**src/lssd_pkg.sv**
```systemverilog
// Shared types, codes and the scan response descriptor table for the scan deframer.
// No dependencies; every other file of the block imports this package.
`timescale 1ns / 1ps
`default_nettype none
package lssd_pkg;

	// Reset value of the bad-node limit register.
	localparam logic [7:0] MaxBadNodesReset = 8'd5;

	// Length of the scan response descriptor and the last index into it.
	localparam int unsigned DescLen = 7;
	localparam logic [2:0] DescLast = 3'(DescLen - 1);

	// Node byte that completes a node (bytes 0..3 are stored first).
	localparam logic [2:0] NodeLast = 3'd4;

	localparam logic [7:0] BadCountMax = 8'hFF;

	// Input operation codes.
	localparam logic [1:0] OP_BYTE    = 2'd0;
	localparam logic [1:0] OP_RESTART = 2'd1;
	localparam logic [1:0] OP_TIMEOUT = 2'd2;

	// Result status codes.
	localparam logic [2:0] ST_DESC_OK  = 3'd0;
	localparam logic [2:0] ST_DESC_BAD = 3'd1;
	localparam logic [2:0] ST_POINT    = 3'd2;
	localparam logic [2:0] ST_TOO_BAD  = 3'd3;
	localparam logic [2:0] ST_TIMEOUT  = 3'd4;

	typedef enum logic [1:0] {
		PH_IDLE  = 2'd0,
		PH_DESC  = 2'd1,
		PH_NODES = 2'd2
	} phase_t;

	typedef struct packed {
		logic [1:0] op;
		logic [7:0] rx_byte;
	} in_item_t;

	typedef struct packed {
		logic [2:0]  status;
		logic [14:0] angle_q6;
		logic [15:0] distance_q2;
		logic [5:0]  quality;
		logic        new_rotation;
	} out_item_t;

	// A result from the deframer core: whether the current word produces one, and its fields.
	typedef struct packed {
		logic      valid;
		out_item_t item;
	} result_t;

	// Expected descriptor byte at a given position.
	function automatic logic [7:0] desc_byte(input logic [2:0] idx);
		logic [7:0] val;
		begin
			unique case (idx)
				3'd0: val = 8'hA5;
				3'd1: val = 8'h5A;
				3'd2: val = 8'h05;
				3'd3: val = 8'h00;
				3'd4: val = 8'h00;
				3'd5: val = 8'h40;
				3'd6: val = 8'h81;
				default: val = 8'h81;
			endcase
			return val;
		end
	endfunction

endpackage
`default_nettype wire

```
**src/lssd_core.sv**
```systemverilog
// Deframer core: phase, byte index, node buffer and bad-node counter, plus the
// combinational result for the word held in the input stage. Depends on lssd_pkg.
`timescale 1ns / 1ps
`default_nettype none
module lssd_core (
	input  wire logic              clk,
	input  wire logic              arst_n,
	input  wire logic              step,
	input  wire lssd_pkg::in_item_t word,
	input  wire logic [7:0]        max_bad_nodes,
	output lssd_pkg::result_t      res
);
	import lssd_pkg::*;

	phase_t     phase_q, phase_d;
	logic [2:0] byte_index_q, byte_index_d;
	logic       mismatch_q, mismatch_d;
	logic [7:0] bad_cnt_q, bad_cnt_d;
	logic [7:0] node_q [4];

	logic [2:0]  desc_idx;
	logic        mismatch_any;
	logic [15:0] node_dist;
	logic [14:0] ang;
	logic        node_good;
	logic [7:0]  bad_inc;
	logic [7:0]  b0;
	logic [7:0]  b1;

	assign b0       = node_q[0];
	assign b1       = node_q[1];
	assign node_dist = {word.rx_byte, node_q[3]};
	assign ang      = {node_q[2], b1[7:1]};
	assign node_good = (b0[0] ^ b0[1]) && b1[0] && (node_dist != 16'd0);
	assign bad_inc  = (bad_cnt_q < BadCountMax) ? bad_cnt_q + 8'd1 : bad_cnt_q;
	assign desc_idx = (byte_index_q > DescLast) ? DescLast : byte_index_q;
	assign mismatch_any = mismatch_q | (word.rx_byte != desc_byte(desc_idx));

	// Next state.
	always_comb begin
		phase_d      = phase_q;
		byte_index_d = byte_index_q;
		mismatch_d   = mismatch_q;
		bad_cnt_d    = bad_cnt_q;
		unique case (word.op)
			OP_RESTART: begin
				phase_d      = PH_DESC;
				byte_index_d = 3'd0;
				mismatch_d   = 1'b0;
				bad_cnt_d    = 8'd0;
			end
			OP_TIMEOUT: begin
				if (phase_q == PH_DESC) begin
					phase_d      = PH_IDLE;
					byte_index_d = 3'd0;
				end else if (phase_q == PH_NODES) begin
					byte_index_d = 3'd0;
					bad_cnt_d    = 8'd0;
				end
			end
			OP_BYTE: begin
				if (phase_q == PH_DESC) begin
					mismatch_d = mismatch_any;
					if (desc_idx < DescLast) begin
						byte_index_d = desc_idx + 3'd1;
					end else begin
						byte_index_d = 3'd0;
						phase_d      = mismatch_any ? PH_IDLE : PH_NODES;
					end
				end else if (phase_q == PH_NODES) begin
					if (byte_index_q < NodeLast) begin
						byte_index_d = byte_index_q + 3'd1;
					end else begin
						byte_index_d = 3'd0;
						if (node_good) begin
							bad_cnt_d = 8'd0;
						end else if (bad_inc >= max_bad_nodes) begin
							bad_cnt_d = 8'd0;
						end else begin
							bad_cnt_d = bad_inc;
						end
					end
				end
			end
			default: begin
			end
		endcase
	end

	// Result for the current word.
	always_comb begin
		res = '0;
		unique case (word.op)
			OP_TIMEOUT: begin
				if (phase_q == PH_DESC || phase_q == PH_NODES) begin
					res.valid       = 1'b1;
					res.item.status = ST_TIMEOUT;
				end
			end
			OP_BYTE: begin
				if (phase_q == PH_DESC && desc_idx == DescLast) begin
					res.valid       = 1'b1;
					res.item.status = mismatch_any ? ST_DESC_BAD : ST_DESC_OK;
				end else if (phase_q == PH_NODES && byte_index_q >= NodeLast) begin
					if (node_good) begin
						res.valid             = 1'b1;
						res.item.status       = ST_POINT;
						res.item.angle_q6     = ang;
						res.item.distance_q2  = node_dist;
						res.item.quality      = b0[7:2];
						res.item.new_rotation = b0[0];
					end else if (bad_inc >= max_bad_nodes) begin
						res.valid       = 1'b1;
						res.item.status = ST_TOO_BAD;
					end
				end
			end
			default: begin
			end
		endcase
	end

	always_ff @(posedge clk or negedge arst_n) begin
		if (!arst_n) begin
			phase_q      <= PH_IDLE;
			byte_index_q <= 3'd0;
			mismatch_q   <= 1'b0;
			bad_cnt_q    <= 8'd0;
		end else if (step) begin
			phase_q      <= phase_d;
			byte_index_q <= byte_index_d;
			mismatch_q   <= mismatch_d;
			bad_cnt_q    <= bad_cnt_d;
		end
	end

	// Node buffer: payload only, written before it is read within a frame.
	always_ff @(posedge clk) begin
		if (step && word.op == OP_BYTE && phase_q == PH_NODES && byte_index_q < NodeLast) begin
			node_q[byte_index_q[1:0]] <= word.rx_byte;
		end
	end

`ifndef SYNTHESIS
	a_restart_enters_desc: assert property (@(posedge clk) disable iff (!arst_n)
		step && word.op == OP_RESTART |=> phase_q == PH_DESC && byte_index_q == 3'd0
			&& bad_cnt_q == 8'd0)
		else $error("restart did not enter descriptor phase cleanly");
	a_idle_index_zero: assert property (@(posedge clk) disable iff (!arst_n)
		phase_q == PH_IDLE |-> byte_index_q == 3'd0)
		else $error("byte index nonzero while idle");
	a_node_index_range: assert property (@(posedge clk) disable iff (!arst_n)
		phase_q == PH_NODES |-> byte_index_q <= NodeLast)
		else $error("node byte index out of range");
	a_too_bad_clears: assert property (@(posedge clk) disable iff (!arst_n)
		step && res.valid && res.item.status == ST_TOO_BAD |=> bad_cnt_q == 8'd0)
		else $error("bad-node count not cleared after failure result");
`endif
endmodule
`default_nettype wire

```
**src/lssd_out_reg.sv**
```systemverilog
// Result register of the scan deframer: holds one result word until the sink takes it.
// Depends on lssd_pkg.
`timescale 1ns / 1ps
`default_nettype none
module lssd_out_reg (
	input  wire logic               clk,
	input  wire logic               arst_n,
	input  wire logic               load,
	input  wire lssd_pkg::out_item_t load_item,
	output logic                    free,
	output logic                    out_valid,
	input  wire logic               out_stall,
	output lssd_pkg::out_item_t     out_item
);
	import lssd_pkg::*;

	logic      valid_q;
	out_item_t item_q;

	// The register can take a new result when empty or when its word leaves this cycle.
	assign free      = !valid_q || !out_stall;
	assign out_valid = valid_q;
	assign out_item  = item_q;

	always_ff @(posedge clk or negedge arst_n) begin
		if (!arst_n) begin
			valid_q <= 1'b0;
		end else if (load) begin
			valid_q <= 1'b1;
		end else if (!out_stall) begin
			valid_q <= 1'b0;
		end
	end

	always_ff @(posedge clk) begin
		if (load) begin
			item_q <= load_item;
		end
	end
endmodule
`default_nettype wire

```
**src/lidar_scan_stream_deframer_unit.sv**
```systemverilog
// Top level of the scan response deframer: input stage, limit register, core and
// result register. Depends on lssd_pkg, lssd_core and lssd_out_reg.
// An accepted word is registered in the input stage, and its result in the result register, ahead of the out port.
// Throughput: one word per cycle while the sink does not stall.
// Reset (arst_n low, asynchronous) empties both stages, sets the phase to idle, clears the
// byte index and bad-node count, and sets the bad-node limit to 5.
`timescale 1ns / 1ps
`default_nettype none
module lidar_scan_stream_deframer_unit (
	input  wire logic               clk,
	input  wire logic               arst_n,
	input  wire logic               in_valid,
	output logic                    in_stall,
	input  wire lssd_pkg::in_item_t in_item,
	output logic                    out_valid,
	input  wire logic               out_stall,
	output lssd_pkg::out_item_t     out_item,
	input  wire logic               cfg_valid,
	output logic                    cfg_ready,
	input  wire logic [7:0]         cfg_data
);
	import lssd_pkg::*;

	// Input stage. A word sits here while the core evaluates it, until it retires.
	logic     valid_s1;
	in_item_t item_s1;

	logic       cfg_write;
	logic [7:0] max_bad_nodes_q;
	result_t    res;
	logic       out_free;
	logic       step;
	logic       in_take;

	// The limit register is always writable; the user must write it only while the block is idle (not enforced here).
	assign cfg_ready = 1'b1;
	assign cfg_write = cfg_valid && cfg_ready;

	always_ff @(posedge clk or negedge arst_n) begin
		if (!arst_n) begin
			max_bad_nodes_q <= MaxBadNodesReset;
		end else if (cfg_write) begin
			max_bad_nodes_q <= cfg_data;
		end
	end

	// The word in the input stage retires when it makes no result, or when the result
	// register has room for the one it makes. State in the core updates on that edge.
	assign step     = valid_s1 && (!res.valid || out_free);
	assign in_stall = valid_s1 && !step;
	assign in_take  = in_valid && !in_stall;

	always_ff @(posedge clk or negedge arst_n) begin
		if (!arst_n) begin
			valid_s1 <= 1'b0;
		end else if (in_take) begin
			valid_s1 <= 1'b1;
		end else if (step) begin
			valid_s1 <= 1'b0;
		end
	end

	always_ff @(posedge clk) begin
		if (in_take) begin
			item_s1 <= in_item;
		end
	end

	lssd_core u_core (
		.clk          (clk),
		.arst_n       (arst_n),
		.step         (step),
		.word         (item_s1),
		.max_bad_nodes(max_bad_nodes_q),
		.res          (res)
	);

	lssd_out_reg u_out (
		.clk      (clk),
		.arst_n   (arst_n),
		.load     (step && res.valid),
		.load_item(res.item),
		.free     (out_free),
		.out_valid(out_valid),
		.out_stall(out_stall),
		.out_item (out_item)
	);
endmodule
`default_nettype wire
```
**config.mk**
```make
export PLATFORM = sky130hd
export DESIGN_NAME = lidar_scan_stream_deframer_unit
export DESIGN_NICKNAME = d
export VERILOG_FILES = /design/src/lssd_pkg.sv /design/src/lssd_core.sv /design/src/lssd_out_reg.sv /design/src/lidar_scan_stream_deframer_unit.sv
export SDC_FILE = /design/constraint.sdc
export NUM_CORES = 1
export LEC_CHECK = 0
export BUFFER_PORTS_ARGS = -buffer_cell sky130_fd_sc_hd__buf_4
export CELL_PAD_IN_SITES_DETAIL_PLACEMENT = 0
export CELL_PAD_IN_SITES_GLOBAL_PLACEMENT = 1
export CORE_ASPECT_RATIO = 1.75
export CORE_MARGIN = 8
export CORE_UTILIZATION = 51
export CTS_BUF_LIST = sky130_fd_sc_hd__clkbuf_4
export DETAILED_ROUTE_END_ITERATION = 12
export PLACE_DENSITY = 0.87
export SETUP_SLACK_MARGIN = 0.15
export SLEW_MARGIN = 20
export SYNTH_ARGS = -nofsm -noshare
export SYNTH_HDL_FRONTEND = slang
export SYNTH_SLANG_ARGS = --single-unit
export TNS_END_PERCENT = 1
```
**constraint.sdc**
```tcl
create_clock -name clk -period 10.09 [get_ports clk]
set_input_delay 2.018 -clock clk [delete_from_list [all_inputs] [get_ports clk]]
set_output_delay 2.018 -clock clk [all_outputs]
set_load 0.01 [all_outputs]
```
==> impl_metrics.ini <==
[power]
power.internal_mw = 0.591
clockPowerShare_pct = 24.5
power_leakage_nw = 2.21
p_sw_mw = 0.215
power.total_mw = 0.806
switching_share_pct = 26.7
power_frac_seq_pct = 63.0
power_frac_comb_pct = 12.5
ir_drop_mv = 0.0699
power.density_nw_per_um2 = 147

[route]
vias = 2979
drt_wl_total_um = 8930
initialDrtViolationCount = 206
route.detailed.drc = 0
via_per_inst = 5.35
ant_nets = 0
drt_first_pass_iters = 5
wl_per_cell_um = 16.0

[cts]
cts_resized = 0
postCtsHoldBufs = 0
cts_buffers = 9
clk_latency_ps = 460
clock_path_buffers = 2
cts_tree = yes
cts_sinks = 107
cts.clk_slew.worst_paths_ps = 160
cts_setup_buffers = 0
cts_root_buffer = clkbuf_4
cts.htree.levels = 3

[grt]
antenna_found_initial = 1
globalRouteOverflowTotal = 0
grt_max_degree = 42
grt_util_all_layers_pct = 14.3
grt_pass1_wl_um = 13400
grt_pass1_vias = 2759

[yosys]
async_reset_ff_share_pct = 22.4
ys_ff_latch = 107
ys_seq_area_share_pct = 65.3
ys_top_cells_by_area = edfxtp_1 (53%), dfrtp_1 (12%), and2_1 (5.5%)
syn_area_um2 = 4740
synthTopCellsByCount = edfxtp_1 (83), and2_1 (42), o21ai_0 (29)
synthDistinctLibCells = 52
yosysMostFrequentCell = edfxtp_1
synthCells = 369
synth.avg_cell_area_um2 = 12.8
synth_edf_count = 83
yosysTopAreaCellShare_pct = 52.6
yosys_warnings = 0
synth_ff_type = edfxtp_1
syn_nets = 411
yosys.area.top_type = edfxtp_1

[die]
dieArea_um2 = 12800
io_pins = 67
initial_utilization_pct = 52.5
core_um2 = 9040
core.rowCount = 46
die_x_um = 88.9
fp.dieH_um = 144

[outcome]
status = complete, no violations

[place]
dpl_cell_area_um2 = 5340
gp_congestion = 0.821
dpl.hpwl_um = 6850
numPortBuffers = 65
dp.cells = 539

[sta]
rsz0062_at_grt = false
slew_headroom_pct = 47.3
min_period_ps = 6220
skew_ps = 19.8
maxSlewViolCount = 0
fin_crit_sh_pct = 61.6
hold_viol_final = 0
timing.setup.tns_ps = 0
timing.fmax_ghz = 0.161
setup_viol = 0
holdWs_ps = 511
worst_slew_pin_slew_ps = 782

[layout]
multi_input_area_um2 = 1520
drive_gt1_share_pct = 21.8
fillCellCount = 712
fin_area_um2 = 5490
regArea_um2 = 3100
instances_no_fill = 557
finish.net_count = 473
areaGrowthSynthToFinish_pct = 15.8

[worst_setup_path]
crit_family = simple AND/OR/NAND/NOR gates
start_kind = flop
cp-end-kind = primary output
cpPeakStageDelay_ps = 630
path_cells = and4_1, nand4_1, nor2b_1, and3_1, xor2_1, ha_1, nand4_1, o31ai_1, nor3_1, o21ai_0, and4_1, buf_4
crit_required_ps = 8070
worstSetupPathType = reg2out
slowest_stage = o31ai_1
arrival_ps = 4200
cp_max_fo = 8
cp_num_buf_inv = 1

[run]
maxCapViolCount = 0

[hold_path]
min-delay-path-class = reg2reg
## cell type report
| type | count | share of cell area, % |
|---|---|---|
| Antenna cell | 1 | 0.0456 |
| Clock inverter | 6 | 0.912 |
| Inverter | 21 | 1.44 |
| Timing Repair Buffer | 67 | 9.39 |
| Clock buffer | 10 | 1.37 |
| Tap cell | 120 | 2.73 |
| Multi-Input combinational cell | 225 | 27.7 |
| Sequential cell | 107 | 56.4 |
## stage by stage
stage               worst slack (ps)  util [%]
global route                    3530      60.8
detailed placement              4490      59.0
finish                          3870      60.8
global placement                4590      59.0
floorplan                       4830         -
CTS                             3930      60.4
## path summary, 6_finish.rpt
path / start / to / slack [ps] / cells after the start
max: u_core.bad_cnt_q[3] / in_stall / 3870 / 12
min: u_core.mismatch_q / u_core.mismatch_q / 510 / 1
max reg2reg: u_core.bad_cnt_q[3] / u_core.node_q[0][1] / 5710 / 12
min reg2reg: u_core.mismatch_q / u_core.mismatch_q / 510 / 1
max in group asynchronous: arst_n / max_bad_nodes_q[2] / 8360 / 1
min in group asynchronous: arst_n / u_core.bad_cnt_q[6] / 1430 / 1
## worst register-to-register path: stages (launching register included)
cell and delay, ps:
dfrtp_1 490, and4_1 250, nand4_1 230, nand2_1 160, o21ai_0 110, ha_1 300, nor2b_1 130, o211a_1 200
a211oi_1 380, o31ai_1 250, o41a_1 660, nor4b_2 490, and2_1 410
## routing by layer
layer	part of all wire, %	up-vias	global-route usage, %
met5	0	-	0
met4	2.5	0	7.89
met3	5.1	14	2.80
met2	58	78	28.2
met1	34	1416	12.4
li1	-	1471	-
## flip-flops by register name, indices dropped and copies added, names as in the netlist
| signal | flops |
|---|---|
| u_core.node_q | 32 |
| max_bad_nodes_q | 8 |
| u_core.byte_index_q | 3 |
| u_out.out_valid | 1 |
| u_core.mismatch_q | 1 |
| u_out.out_item | 41 |
| item_s1 | 10 |
| valid_s1 | 1 |
| u_core.bad_cnt_q | 8 |
| u_core.phase_q | 2 |
## cell families after synthesis
logic type	after synthesis	synth area share [%]
flops	107	65.3
simple gates	124	14.3
other cells	1	0.0791
buf+inv	37	3.01
mux	2	0.449
xor+xnor	5	0.924
compound gates	74	10.9
fa+ha+maj	19	5.02
## power by group through the flow
stage	clock, mW	sequential [mW]	combinational [mW]
after floorplan	0	0.513	0.0657
after global placement	0	0.517	0.0981
after detailed placement	0	0.518	0.101
after CTS	0.201	0.508	0.101
after global routing	0.214	0.510	0.112
final	0.198	0.508	0.101
## cell usage in the layout (no fill, tap or decap), types with 4 or more instances in the layout
master and instances:
nand3_1 9, o31ai_1 9, dfrtp_1 22, nand2_1 24
edfxtp_1 83, and2_1 42, nor2_1 18, a21oi_1 9
nor3_1 4, buf_4 66, o21ai_0 29, inv_1 21
clkbuf_4 10, ha_1 19
(Power assumes the default switching activity.)
